## src/rtl/salc_ram.sv

```systemverilog
`default_nettype none

module salc_ram #(
  parameter int WIDTH = 8,
  parameter int DEPTH = 16
) (
  input  wire logic                                   clk,
  input  wire logic                                   we,
  input  wire logic [((DEPTH > 1) ? $clog2(DEPTH) : 1)-1:0] waddr,
  input  wire logic [WIDTH-1:0]                       wdata,
  input  wire logic [((DEPTH > 1) ? $clog2(DEPTH) : 1)-1:0] raddr,
  output logic      [WIDTH-1:0]                       rdata
);

  logic [WIDTH-1:0] mem [DEPTH];

  always_ff @(posedge clk) begin
    if (we) begin
      mem[waddr] <= wdata;
    end
    rdata <= mem[raddr];
  end

endmodule

`default_nettype wire

```

## config.mk

```make
export PLATFORM = sky130hd
export DESIGN_NAME = salc_ram
export DESIGN_NICKNAME = d
export VERILOG_FILES = /design/src/rtl/salc_ram.sv
export SDC_FILE = /design/constraint.sdc
export NUM_CORES = 1
export LEC_CHECK = 0
export BUFFER_PORTS_ARGS = -buffer_cell sky130_fd_sc_hd__buf_2
export CORE_UTILIZATION = 65
export CTS_CLUSTER_SIZE = 28
export DETAILED_ROUTE_END_ITERATION = 8
export HOLD_SLACK_MARGIN = 0.1
export PLACE_DENSITY_LB_ADDON = 0.05
export SLEW_MARGIN = 20
export SYNTH_ARGS = -nofsm -noshare
export SYNTH_HDL_FRONTEND = slang
export SYNTH_SLANG_ARGS = --single-unit
export TNS_END_PERCENT = 5
```

## constraint.sdc

```tcl
create_clock -name clk -period 3.52 [get_ports clk]
set_input_delay 0.176 -clock clk [delete_from_list [all_inputs] [get_ports clk]]
set_output_delay 0.176 -clock clk [all_outputs]
set_load 0.1 [all_outputs]
```

* Yosys cells after proc, flatten, opt, wreduce, memory -nomap -nowiden *
Memory sizes are Yosys's and may differ from the RTL's. A register that Yosys moved wholly into a read port is not among the register bits.
Cells that the tools add are included.

storage, ports and cells
  output and inout port bits = 8
  bits in registers = 0
  word-level logic and storage cells = 3
  input port bits = 18
  memories kept = 1
  RAM bits = 128

memories
  memory  words  width  read ports  clocked after memory_dff  write ports  line  text
  mem     16     8      1           1                         1            15    logic [WIDTH-1:0] mem [DEPTH];

cells by class
  mux-type cells = 2

operators by type and width
  kind               number
  1-bit two-way mux  2

* Logic depth before layout (Yosys ltp) *
  word-level depth = 2
  gate-level depth with buffers = 5

* Worst setup path after synthesis *
OpenSTA, ideal clock, no wires.

  path kind = input-to-reg
  start = input port waddr[2] (netlist bit)
  end = memory mem[0][0], enable pin
  arrival = 1.286 ns
  buffers on the path = 0
  data required time = 3.137 ns
  slack = 1.851 ns
  stages on the path = 2
  path through = or3b_2 > nor3_1

RTL lines
  element             line  text
  start: declaration  9     input wire logic [((DEPTH > 1) ? $clog2(DEPTH) : 1)-1:0] waddr,
  end: declaration    15

No word-level cell before the write port.

==> run metrics <==
Global Route Usage Sum=0.281; most frequent cells in the layout=edfxtp_1 (128), buf_2 (25), mux4_2 (18); clock period minus worst slack=around 1.6 ns; setup violators final=0; Initial Util=0.670; worst setup path category=primary input to flip-flop; Startpoint Class=primary input; NetSw=slightly below 0.0009 W; crit path cell chain=buf_2, buf_4, mux4_1, a22oi_1, nand2_1; Mean Syn Cell Area=between 20 and 25 sq um; boundary pin count=26; final non-filler cell total=just under 400; largest fanout on the critical path=22; DP Cell Count=350; Crit path required time=3.91 ns; register bit total from synthesis=between 100 and 150; CP max-delay cell=mux4_1; grt total ovfl=0; Critical Path AT=2.01 ns; count of pins over their slew limit=0; CTS Buffer Depth=2; actual slew at the worst max-slew pin=roughly 0.90 ns; Vias/cell=6.37; switching share of power=0.218; setup_tns=0 ns; fmax=between 600 and 700 MHz; Slew Limit Headroom=0.398; CTS H-tree depth=4; largest net degree at the start of global routing=33; Syn Inst Count=approximately 230; Net count, final=just under 300; clock-pin transition on the worst setup and hold timing paths=0.06 ns; n_diodes=0; clock latency on the worst-skew pair=~0.53 ns; wire per inst=26.5 um; Synth Net Count=between 200 and 250; Die Y=just over 90 um; Leakage=between 2 and 2.5 nW; EDFF count, synth=between 100 and 150; area leader, netlist=edfxtp_1; DR DRC count=0; Final ANT Viol Nets=0; via count=2485; Yosys top cell area share=0.747; DIE AREA=about 8300 sq um; first-pass GRT wire length=about 15 mm; CP max stage delay=roughly 0.6 ns; CP Capture Type=flip-flop; Most used DFF post-synth=edfxtp_1; worst IR drop on VDD=0.000499 V; root buffer cell=clkbuf_8; Clock Sinks=136; Synth async-reset ratio=0; Post-CTS Setup Inserts=0; commonest non-fill, non-tap cell in the layout=edfxtp_1; top post-synthesis cells by area=edfxtp_1 (75%), mux4_2 (7.9%), mux4_1 (7.1%); GPL Wtd Cong=about 0.73; warning count from the yosys run=0; worst min path class=primary input to flip-flop; skew final=around 0.011 ns; CP top delay family=buffers and inverters; DR pass1 iterations=5; Die X=slightly above 90 um; fillers=392; Max Cap Viol=0; DRT Wirelength=just over 10 mm; total CTS buffers=17; dpl hpwl=5.75 mm; Final period util=0.459; Clk pwr share=0.479; antenna violations before repair=1; Synth-to-Final Area Change=17.9%; DR iter-0 viols=268; Seq/Total Area, Yosys=0.778; Comb pwr share=0.063; synth unique cells=19; Int Pwr=a little over 0.003 W; row count=32; Seq pwr share=0.458; Cell Pwr Density=approximately 660 nW/um^2; CTS tree=built; Hold Fails Final Rpt=0; layout cells sized above 1=0.278; CP Buf/Inv Count=2; vias in the first global route=about 2500; RSZ-0062 raised after global routing=no; status=finished, final reports clean; I/O Buffers=25; core area=between 7000 and 8000 sq um; Mapped Area=roughly 5100 sq um
power by group through the flow:
stage | logic [W] | registers [W] | clock network (W)
5_1_grt | 0.000263 | 0.00183 | 0.00197
3_3_place_gp | 0.000236 | 0.00185 | 0
2_1_floorplan | 0.0000919 | 0.00193 | 0
4_1_cts | 0.000251 | 0.00182 | 0.00192
6_report | 0.000251 | 0.00182 | 0.00191
3_5_place_dp | 0.000241 | 0.00186 | 0
kinds of logic after synthesis:
group | after synthesis | share of synthesized area
AND/OR/NAND/NOR | 35 | 0.0318
flip-flops | 136 | 0.778
buffers and inverters | 10 | 0.0168
multiplexers | 32 | 0.150
AO/OA/AOI/OAI | 16 | 0.0233
final timing paths:
path	cells after the start	to	from	slack, ns
worst max-delay path	5	rdata[0]	raddr[0]	1.90
worst min-delay path	2	mem[0][0]	waddr[0]	0.16
worst max register to register	3	rdata[2]	mem[9][2]	2.06
worst min register to register	3	rdata[1]	mem[0][1]	0.70
per-layer routing:
metal	vias to the layer above	part of all wire	track usage
met4	0	0.019	0.122
li1	1065	-	-
met2	145	0.49	0.419
met1	1258	0.41	0.404
met5	-	0	0
met3	17	0.073	0.0712
through the flow:
stage               total power (W)  utilization  hold slack [ns]  instance area (sq um)  worst slack [ns]
floorplan                   0.00202            -            0.275                   5150              1.85
global placement            0.00209        0.695            0.580                   5340              1.19
detailed placement          0.00210        0.696            0.591                   5350              1.37
CTS                         0.00399        0.789            0.145                   6070              1.90
global route                0.00406        0.789            0.168                   6070              1.77
finish                      0.00398        0.789            0.160                   6070              1.90
worst reg2reg max path, delay by kind of cell (launching register included):
kind,cells,cell delay (ns)
flip-flops,1,0.35
AND/OR/NAND/NOR,1,0.10
AO/OA/AOI/OAI,1,0.35
multiplexers,1,0.54
Yosys cell counts, types with 2 or more instances:
cell / n
dfxtp_1: 8
nor3_1: 4
nand2_1: 9
nor2_1: 13
a22oi_1: 16
edfxtp_1: 128
mux4_2: 18
buf_2: 3
mux4_1: 14
nand2b_1: 2
buf_6: 3
clkdlybuf4s25_2: 3
nand3b_1: 2
flip-flops by register name, summed over array words and instances, names as in the netlist:
register,count
mem,128
rdata,8
area by class of cell:
type	count	area, sq um	share of cell area
timing repair buffer	37	235	0.0388
tap	102	128	0.0210
clock buffer	18	418	0.0689
sequential	136	4000	0.660
multi-input combinational	83	1060	0.175
clock inverter	14	220	0.0363
what timing repair did:
| item | CTS | global route |
|---|---|---|
| gates resized for setup | 0 | 0 |
| hold buffers | 8 | 0 |
| hold endpoints to repair | 128 | 0 |
| setup endpoints to repair | 0 | 0 |
No activity file was read; power rests on OpenSTA's default activity.
