<file path="config.mk">
export PLATFORM = sky130hd
export DESIGN_NAME = salc_row_update
export DESIGN_NICKNAME = d
export VERILOG_FILES = /design/src/rtl/salc_pkg.sv /design/src/rtl/salc_row_update.sv
export SDC_FILE = /design/constraint.sdc
export NUM_CORES = 1
export LEC_CHECK = 0
export ABC_CLOCK_PERIOD_IN_PS = 11200
export BUFFER_PORTS_ARGS = -buffer_cell sky130_fd_sc_hd__buf_4
export CELL_PAD_IN_SITES_DETAIL_PLACEMENT = 1
export CELL_PAD_IN_SITES_GLOBAL_PLACEMENT = 1
export CORE_AREA = 4 4 212 214
export DETAILED_ROUTE_END_ITERATION = 8
export DIE_AREA = 0 0 216 218
export GPL_TIMING_DRIVEN = 0
export MAX_ROUTING_LAYER = met4
export PLACE_DENSITY_LB_ADDON = 0.12
export SLEW_MARGIN = 30
export SYNTH_ARGS = -nofsm -noshare
export SYNTH_HDL_FRONTEND = slang
export SYNTH_SLANG_ARGS = --single-unit
export TNS_END_PERCENT = 1
</file>
<file path="constraint.sdc">
create_clock -name vclk -period 11.2
set_input_delay 2.24 -clock vclk [all_inputs]
set_output_delay 2.24 -clock vclk [all_outputs]
set_load 0.005 [all_outputs]
</file>
<file path="src/rtl/salc_pkg.sv">
`default_nettype none

package salc_pkg;

  // Cache geometry.
  localparam int SET_BITS    = 2;
  localparam int WAYS        = 4;
  localparam int OFFSET_BITS = 4;

  // Fixed field widths.
  localparam int ADDR_W = 64;
  localparam int CNT_W  = 32;

  localparam int NUM_SETS = 1 << SET_BITS;
  localparam int SET_W    = (SET_BITS > 0) ? SET_BITS : 1;
  localparam int TAG_W    = ADDR_W - SET_BITS - OFFSET_BITS;
  localparam int RANK_W   = (WAYS > 1) ? $clog2(WAYS) : 1;

  // Access kinds carried on the kind field.
  localparam logic KIND_SINGLE = 1'b0;
  localparam logic KIND_MODIFY = 1'b1;

  typedef logic [SET_W-1:0]  set_idx_t;
  typedef logic [TAG_W-1:0]  tag_t;
  typedef logic [RANK_W-1:0] rank_t;
  typedef logic [RANK_W-1:0] way_t;
  typedef logic [CNT_W-1:0]  cnt_t;

  // One memory row holds everything the tag store keeps for one set.
  typedef struct packed {
    logic [WAYS-1:0]             valid;
    logic [WAYS-1:0][RANK_W-1:0] rank;
    logic [WAYS-1:0][TAG_W-1:0]  tag;
  } row_t;

  localparam int ROW_W = $bits(row_t);

  // Outcome of one lookup, passed from the update logic to the controller.
  typedef struct packed {
    logic hit;
    logic evict;
    row_t row;
  } upd_t;

  typedef enum logic [1:0] {
    ST_CLEAR,
    ST_IDLE,
    ST_LOOKUP
  } state_t;

  // Row contents after reset: all ways invalid, ranks equal to the way index.
  function automatic row_t salc_reset_row();
    row_t r;
    r.valid = '0;
    r.tag   = '0;
    for (int w = 0; w < WAYS; w++) begin
      r.rank[w] = rank_t'(w);
    end
    return r;
  endfunction

endpackage

`default_nettype wire

</file>
<file path="src/rtl/salc_row_update.sv">
`default_nettype none

module salc_row_update import salc_pkg::*; (
  input  wire row_t row,
  input  wire tag_t tag,
  output upd_t      upd
);

  logic            hit;
  logic            any_inv;
  way_t            hit_way;
  way_t            inv_way;
  way_t            lru_way;
  way_t            victim;
  rank_t           vrank;
  row_t            row_new;

  always_comb begin
    hit     = 1'b0;
    any_inv = 1'b0;
    hit_way = '0;
    inv_way = '0;
    lru_way = '0;
    // Scan from the top way down so the lowest-numbered match wins.
    for (int i = WAYS - 1; i >= 0; i--) begin
      if (row.valid[i] && (row.tag[i] == tag)) begin
        hit     = 1'b1;
        hit_way = way_t'(i);
      end
      if (!row.valid[i]) begin
        any_inv = 1'b1;
        inv_way = way_t'(i);
      end
      if (row.rank[i] == rank_t'(WAYS - 1)) begin
        lru_way = way_t'(i);
      end
    end

    priority if (hit) begin
      victim = hit_way;
    end else if (any_inv) begin
      victim = inv_way;
    end else begin
      victim = lru_way;
    end

    // Promote the chosen way to most recent and age the ways more recent than it.
    vrank   = row.rank[victim];
    row_new = row;
    for (int i = 0; i < WAYS; i++) begin
      if (row.rank[i] < vrank) begin
        row_new.rank[i] = row.rank[i] + rank_t'(1);
      end
    end
    row_new.rank[victim]  = '0;
    row_new.valid[victim] = 1'b1;
    row_new.tag[victim]   = tag;

    upd.hit   = hit;
    upd.evict = !hit && !any_inv;
    upd.row   = row_new;
  end

endmodule

`default_nettype wire

</file>
* Yosys cells after proc, flatten, opt, wreduce, memory -nomap -nowiden
Index checks and enable logic that the tools add are counted.
** Word-level totals
- Flip-flop bits (word level) :: 0
- Input port bits :: 302
- Output and inout port bits :: 246
- Word-level logic and storage cells :: 64
** Cells by class
- $add $sub $neg :: 4
- Magnitude comparators :: 6
- Eq/ne operators :: 8
- Mux-type cells :: 35
- Bitwise gates (word level) :: 3
- Reductions and logical operators :: 8
** Operators by type and width (count)
- $bwmux W232 :: 1
- $eq A58 B58 Y1 :: 4
- $demux W58 S2 :: 1
- $mux W58 :: 1
- $mux W2 :: 20
- $mux W1 :: 9
- $add A2 B1 Y2 const B :: 4
- $and A8 B8 Y8 :: 1
- $eq A2 B2 Y1 const B :: 4
- $lt A2 B2 Y1 :: 4
- $not A8 Y8 :: 1
- $logic_and A1 B1 Y1 :: 6
- $bmux W2 S2 :: 1
- $demux W2 S2 :: 1
- $or A4 B4 Y4 :: 1
- $lt A2 B3 Y1 const B :: 1
- $demux W1 S2 :: 1
- $ge A2 B1 Y1 const B :: 1
- $logic_not A1 Y1 :: 2

* Logic depth before layout (Yosys ltp)
Gate-level depths: netlist of the first run.
- Depth in word-level cells :: 13
- Gate-level depth with buffers :: 15
- Mapped depth without buffers :: 14

* Worst setup path after synthesis of the first run
OpenSTA, ideal clock, no wires.
- Kind :: input port to output port
- From :: in tag[2]
- To :: out upd[233] in the netlist's numbering
- Data arrival time :: 5.371 ns
- Required time :: 8.960 ns
- Path slack :: 3.589 ns
- Stages :: 14
- Buffers on the path :: 2
- Cell sequence :: clkbuf_1 -> xor2_1 -> or4_1 -> nor4_2 -> and3_1 -> a21boi_1 -> o31ai_2 -> buf_6 -> mux2i_1 -> mux2_2 -> ha_1 -> or2_2 -> o32ai_1 -> mux2i_1
** RTL lines
- from (decl) :: line salc_row_update.sv:5 : input wire tag_t tag,
- to (decl) :: line salc_row_update.sv:6 : output upd_t upd

==> flow_summary.json, run 1 <==
{
  "dr_total_vias": 9565,
  "dr.pass1.iters": 5,
  "dpl_cell_area_um2": 11500,
  "finalSetupTns_ns": 0,
  "crit_path_end_kind": "output pin",
  "synth_most_common_cell": "mux2_2",
  "grt-ovfl-total": 0,
  "use_met3_pct": 4.97,
  "cts_hold_buf": 0,
  "grt_max_degree": 11,
  "period_share_pct": 82.2,
  "drt_iter0_markers": 449,
  "netlist-cell-type-count": 58,
  "grtUsageMet1_pct": 32.0,
  "fillerInstances": 5270,
  "gp_congestion": 0.855,
  "core-area_um2": 42900,
  "cp.required_ns": 8.96,
  "post-route-min-period_ns": 9.21,
  "rows": 76,
  "synth_common_cells": "201 x mux2_2, 150 x xnor2_1, 88 x nand2b_1",
  "ys_seq_area_share_pct": 0,
  "synth_area_um2": 7110,
  "syn_nets": 1245,
  "port_buffers": 491,
  "cp.arrival_ns": 6.97,
  "worstSetupPathType": "primary input to output pin",
  "grtUsageMet2_pct": 47.7,
  "netlist_instances": 935,
  "critPathLaunch": "tag[30]",
  "seq_cells": 0,
  "cp-start-kind": "primary input",
  "grt_pass1_wl_um": 86800,
  "max_freq_mhz": 109,
  "yosysWarnings": 0,
  "maxCapViolCount": 0,
  "slew-limit-headroom_pct": 33.1,
  "slew_viol_final": 0,
  "setup_slack_ns": 1.99,
  "avgViaCountPerCell": 4.73,
  "layout-drive-gt1-share_pct": 53.0,
  "cts_setup_buffers": 0,
  "outcome": "complete, no violations",
  "tightest_slew_ns": 1.00,
  "yosysTopAreaCell": "mux2_2",
  "wirelength_um": 66100,
  "hp-class": "primary input to output pin",
  "die_h_um": 218,
  "nClkBuffers": 0,
  "drc": 0,
  "final_core_util_pct": 27.0,
  "rsz0062_at_grt": "no",
  "antenna_found_initial": 11,
  "syn_avg_cell_area_um2": 7.60,
  "fin_area_um2": 11600,
  "gr-max-usage-layer": "met2",
  "ios": 548,
  "yosysTopAreaCellShare_pct": 31.8,
  "synth_area_leaders": "mux2_2 32%, xnor2_1 18%, nand2b_1 7.7%",
  "final-seq-area_um2": 0,
  "dp_hpwl_um": 57100,
  "grt_pass1_vias": 10691,
  "worstSetupEndpoint": "upd[233]",
  "holdPathStages": 3,
  "area_growth_pct": 62.8,
  "track_usage_pct": 27.2,
  "die-area_um2": 47100,
  "nets": 1739,
  "start_util_pct": 16.6,
  "setup-violations-final": 0,
  "place_ws_ns": 1.92,
  "cts-resized-gates": 0,
  "ant_nets": 0,
  "crit_fanout": 8,
  "final_hold_viol_count": 0,
  "dieWidth_um": 216,
  "wl_per_cell_um": 32.7
}
==> critical path, stage by stage <==
cell      delay, ns
clkbuf_1       0.69
xor2_1         0.15
nor4_1         0.74
nand3_1        0.27
nor4_1         0.61
a22oi_1        0.36
o21a_1         0.20
buf_2          0.18
mux2_2         0.35
ha_1           0.24
or2_2          0.28
o32ai_1        0.27
mux2i_1        0.23
buf_4          0.14
==> logic make-up after synthesis <==
| group | Yosys count | synth area share, % |
|---|---|---|
| fa+ha+maj | 8 | 1.41 |
| simple gates | 334 | 27.1 |
| compound gates | 79 | 7.57 |
| buf+inv | 111 | 6.86 |
| xor+xnor | 189 | 23.3 |
| mux | 214 | 33.8 |
==> routing by layer <==
metal,part of all wire [%],vias up
li1,-,4391
met1,42,4705
met2,49,407
met3,5.3,62
met4,3.3,0
met5,0,-
==> final cells by class <==
type | instances | area [µm²] | share of cell area (%)
Buffer | 87 | 404 | 3.49
Inverter | 24 | 90.1 | 0.778
Antenna cell | 11 | 27.5 | 0.238
Multi-Input combinational cell | 824 | 6630 | 57.3
Tap cell | 585 | 732 | 6.32
Timing Repair Buffer | 492 | 3690 | 31.9
==> per-stage QoR <==
stage	hold slack, ns	instances
floorplan	4.56	935
global placement	4.79	2011
detailed placement	4.78	2012
CTS	4.79	2012
global route	4.80	2021
finish	4.79	2023
==> cell usage in the layout (no fill, tap or decap), drive strengths merged, types with 10 or more instances in the layout <==
master,instances
diode,11
nor4,32
nand2,63
nor2,14
inv,24
mux2,208
nor3,10
nand3,17
nand2b,88
nand4,80
o21ai,34
xnor2,150
o2111ai,14
buf,533
clkbuf,46
xor2,39
==> how the worst min path moves through the flow <==
stage	from	endpoint	slack, ns
after floorplan	row[241]	upd[241]	4.56
after CTS	row[15]	upd[15]	4.79
after global placement	row[15]	upd[15]	4.79
after detailed placement	row[15]	upd[15]	4.78
after global routing	row[15]	upd[15]	4.80
final	row[15]	upd[15]	4.79
==> run 2, diff against run 1 <==
--- a/config.mk
+++ b/config.mk
@@ -5,13 +5,13 @@
 export SDC_FILE = /design/constraint.sdc
 export NUM_CORES = 1
 export LEC_CHECK = 0
-export ABC_CLOCK_PERIOD_IN_PS = 11200
+export ABC_CLOCK_PERIOD_IN_PS = 7870
 export BUFFER_PORTS_ARGS = -buffer_cell sky130_fd_sc_hd__buf_4
 export CELL_PAD_IN_SITES_DETAIL_PLACEMENT = 1
 export CELL_PAD_IN_SITES_GLOBAL_PLACEMENT = 1
-export CORE_AREA = 4 4 212 214
+export CORE_AREA = 4 4 213 215
 export DETAILED_ROUTE_END_ITERATION = 8
-export DIE_AREA = 0 0 216 218
+export DIE_AREA = 0 0 217 219
 export GPL_TIMING_DRIVEN = 0
 export MAX_ROUTING_LAYER = met4
 export PLACE_DENSITY_LB_ADDON = 0.12
==> constraint.sdc (replaced) <==
create_clock -name vclk -period 7.87
set_input_delay 1.574 -clock vclk [all_inputs]
set_output_delay 1.574 -clock vclk [all_outputs]
set_load 0.005 [all_outputs]
==> run 2 against run 1 <==
Net effect: critical path depth stayed put; die area is 0.92% higher; core utilization is 0.46 points lower; via count is 0.93% higher; count of clock-buffer cells in the layout stayed put; final cell count hardly changed; first-iteration DRC count is 2.9% lower; global-route usage is 0.38 points lower; critical endpoint unchanged.
==> flow_summary.json, run 2 (synthesis results as in run 1) <==
{
  "die-area_um2": 47500,
  "gp_congestion": 0.905,
  "cts_setup_buffers": 0,
  "ant_nets": 0,
  "period_share_pct": 98.7,
  "tightest_slew_ns": 1.09,
  "hp-class": "primary input to output pin",
  "layout-drive-gt1-share_pct": 53.3,
  "path_cells": "clkbuf_1 > xor2_1 > nor4_2 > nand4_1 > nor4_1 > a22o_1 > o21a_1 > buf_2 > mux2_2 > ha_1 > or2_2 > o32ai_1 > mux2i_1 > buf_4",
  "cts_hold_buf": 0,
  "final_common_cell": "buf_4",
  "drt_iter0_markers": 436,
  "cp.arrival_ns": 6.19,
  "cp_num_cells": 14,
  "dieWidth_um": 217,
  "slew-limit-headroom_pct": 27.4,
  "cp-start-kind": "primary input",
  "port_buffers": 491,
  "crit_path_end_kind": "output pin",
  "grt_max_degree": 11,
  "grt_pass1_vias": 10419,
  "worstSetupPathType": "primary input to output pin",
  "worstSetupEndpoint": "upd[233]",
  "max_freq_mhz": 129,
  "wirelength_um": 66400,
  "critPathLaunch": "tag[20]",
  "critical-path-top-delay-family": "simple AND/OR/NAND/NOR gates",
  "maxCapViolCount": 0,
  "nets": 1739,
  "setup-violations-final": 0,
  "outcome": "complete, no violations",
  "dr_total_vias": 9654,
  "wl_per_cell_um": 32.8,
  "final-seq-area_um2": 0,
  "die_h_um": 219,
  "crit_fanout": 9,
  "drc": 0,
  "seq_cells": 0,
  "cp.required_ns": 6.30,
  "final_hold_viol_count": 0,
  "rsz0062_at_grt": "yes",
  "avgViaCountPerCell": 4.77,
  "slew_viol_final": 0,
  "mostFrequentLayoutCells": "497 x buf_4, 201 x mux2_2, 150 x xnor2_1",
  "critPathMaxStageDelay_ns": 0.58,
  "grt_pass1_wl_um": 85700,
  "antenna_found_initial": 10,
  "dr.pass1.iters": 5,
  "core-area_um2": 43700,
  "final_core_util_pct": 26.5,
  "nClkBuffers": 0,
  "post-route-min-period_ns": 7.76,
  "track_usage_pct": 26.8,
  "start_util_pct": 16.3,
  "dp_hpwl_um": 57400,
  "path_buf_inv": 3,
  "area_growth_pct": 63.2,
  "grt-ovfl-total": 0,
  "rows": 77,
  "slowest_stage": "nor4_2",
  "ios": 548
}
run 2: changes by cell type in the layout (fill, tap and decap cells not counted), sizes merged:
cell / previous run / this run
diode: 11 / 6
run 2: final cells by class:
type	instances	area (µm²)
tap	592	741
timing repair buffer	492	3700
buffer	87	408
inverter	24	90.1
fill	5377	32100
multi-input combinational	824	6650
antenna	6	15.0
run 2: how the worst min path moves through the flow:
stage               cells past startpoint     start        to
finish                                  3    row[7]    upd[7]
global route                            3   row[34]   upd[34]
CTS                                     3    row[7]    upd[7]
detailed placement                      4  row[111]  upd[111]
global placement                        3    row[7]    upd[7]
floorplan                               2  row[241]  upd[241]
run 2: routing by layer:
metal | vias up | global-route usage [%] | share of wire (%)
li1 | 4371 | - | -
met4 | 0 | 5.30 | 2.4
met1 | 4802 | 31.8 | 42
met2 | 435 | 48.4 | 51
met3 | 46 | 4.03 | 5.5
met5 | - | - | 0
run 2: stage by stage:
stage	setup WS [ns]	hold WS, ns	std cells	instance area (µm²)	TNS [ns]
6_report	0.106	3.45	2025	11600	0
3_3_place_gp	-0.573	3.46	2018	11500	-34.15
3_5_place_dp	-0.474	3.46	2019	11600	-22.60
2_1_floorplan	1.59	3.23	935	7110	0
4_1_cts	0.0487	3.46	2019	11600	0
5_1_grt	-0.0194	3.47	2021	11600	-0.0194
run 2: what timing repair did:
action / 4_1_cts / 5_1_grt
endpoints found under the setup margin: 82 / 30
pin swaps: 0 / 0
gates resized for setup: 3 / 9
run 2: worst min-delay path, delay by kind of cell:
family                 cells  cell delay (ns)
buffers and inverters      2             0.19
muxes                      1             0.11
==> run 3, diff against run 2 <==
--- a/config.mk
+++ b/config.mk
@@ -15,6 +15,7 @@
 export GPL_TIMING_DRIVEN = 0
 export MAX_ROUTING_LAYER = met4
 export PLACE_DENSITY_LB_ADDON = 0.12
+export RECOVER_POWER = 25
 export SLEW_MARGIN = 30
 export SYNTH_ARGS = -nofsm -noshare
 export SYNTH_HDL_FRONTEND = slang
==> constraint.sdc (replaced) <==
create_clock -name vclk -period 7.87
set_input_delay 0.787 -clock vclk [all_inputs]
set_output_delay 0.787 -clock vclk [all_outputs]
set_load 0.1 [all_outputs]
==> run 3 against run 2 <==
Net effect: count of clock-buffer cells in the layout did not move; first-iteration DRC count fell by 1.1%; cell area shrank 1.8%; sequential share of layout area is the same; sequential cell count unchanged; via count decreased by 0.24%; core utilization shrank 0.47 points; non-clock buffer count is the same; setup slack better by 0.46 ns; critical path type unchanged.
==> flow_summary.json, run 3 (synthesis results as in run 1) <==
{
  "outcome": "complete, no violations",
  "cp-start-kind": "primary input",
  "mostFrequentLayoutCells": "451 x buf_4, 199 x mux2_2, 150 x xnor2_1",
  "grt-ovfl-total": 0,
  "ios": 548,
  "setup-violations-final": 0,
  "dp_hpwl_um": 57400,
  "final_hold_viol_count": 0,
  "rsz0062_at_grt": "no",
  "drt_iter0_markers": 431,
  "slew-limit-headroom_pct": 13.2,
  "layout-drive-gt1-share_pct": 49.5,
  "path_cells": "clkbuf_1 > xor2_1 > nor4_1 > nand4_1 > nor3_2 > o31ai_2 > buf_6 > nor2_1 > clkbuf_1 > mux2_2 > clkbuf_1",
  "grt_pass1_wl_um": 85700,
  "multi_input_area_um2": 6620,
  "grt_pass1_vias": 10422,
  "core-area_um2": 43700,
  "gp_congestion": 0.905,
  "die_h_um": 219,
  "finalSetupTns_ns": 0,
  "track_usage_pct": 26.8,
  "slew_viol_final": 0,
  "dr.pass1.iters": 5,
  "wl_per_cell_um": 32.7,
  "drc": 0,
  "ant_nets": 0,
  "worstSetupPathType": "primary input to output pin",
  "nets": 1739,
  "cts_hold_buf": 0,
  "max_freq_mhz": 137,
  "timing.hold.worst_endpoint": "upd[239]",
  "grt_max_degree": 11,
  "dr_total_vias": 9631,
  "critPathMaxStageDelay_ns": 0.86,
  "crit_top_cell": "clkbuf_1",
  "cts-resized-gates": 0,
  "tightest_slew_ns": 1.31,
  "cp.required_ns": 7.08,
  "start_util_pct": 16.3,
  "worstHoldStart": "row[239]",
  "area_growth_pct": 60.4,
  "cts_setup_buffers": 0,
  "final_common_cell": "buf_4",
  "rows": 77,
  "die-area_um2": 47500,
  "nClkBuffers": 0,
  "fillerInstances": 5404,
  "period_share_pct": 92.8,
  "hp-class": "primary input to output pin",
  "seq_cells": 0,
  "critical-path-top-delay-family": "simple AND/OR/NAND/NOR gates",
  "holdPathStages": 4,
  "slowest_stage": "clkbuf_1",
  "crit_path_end_kind": "output pin",
  "final-seq-area_um2": 0,
  "avgViaCountPerCell": 4.75,
  "maxCapViolCount": 0,
  "path_buf_inv": 4,
  "antenna_found_initial": 10,
  "wirelength_um": 66300,
  "cp.arrival_ns": 6.52,
  "crit_fanout": 10,
  "post-route-min-period_ns": 7.31,
  "port_buffers": 491,
  "dieWidth_um": 217
}
## run 3: cell types whose count changed in the layout (fill, tap and decap cells not counted), moves of 2 or more
| cell | delta |
|---|---|
| clkbuf_1 | +49 |
| buf_4 | -46 |
| clkbuf_2 | -3 |
| mux2_1 | +2 |
| mux2_2 | -2 |
| nor2_4 | -2 |
## run 3: metrics by stage
stage | instance area, µm² | cells | hold WS (ns) | setup slack, ns | utilization (%)
2_1_floorplan | 7110 | 935 | 1.97 | 1.77 | -
3_3_place_gp | 11500 | 2018 | 2.04 | 0.901 | 26.4
3_5_place_dp | 11600 | 2019 | 2.04 | 1.00 | 26.4
4_1_cts | 11600 | 2019 | 2.05 | 0.975 | 26.4
5_1_grt | 11400 | 2021 | 2.06 | 0.431 | 26.0
6_report | 11400 | 2026 | 2.04 | 0.563 | 26.1
## run 3: worst max-delay path by stage
stage | slack (ns) | from | end | cells past startpoint
finish | 0.56 | tag[47] | upd[11] | 11
global route | 0.43 | tag[17] | upd[11] | 12
CTS | 0.97 | tag[47] | upd[136] | 11
detailed placement | 1.0 | tag[47] | upd[136] | 11
global placement | 0.90 | tag[28] | upd[134] | 11
floorplan | 1.77 | tag[2] | upd[233] | 14
## run 3: area by class of cell
cell class | count | share of cell area (%)
Timing Repair Buffer | 492 | 31.1
Multi-Input combinational cell | 824 | 58.1
Buffer | 87 | 3.38
Inverter | 24 | 0.790
Antenna cell | 7 | 0.154
Tap cell | 592 | 6.50
## run 3: metal layers
layer / vias to the layer above / wire length, µm / global-route usage, %
li1: 4378 / - / -
met1: 4777 / 27700 / 31.8
met2: 432 / 33500 / 48.4
met3: 44 / 3460 / 4.03
met4: 0 / 1590 / 5.30
met5: - / 0 / -
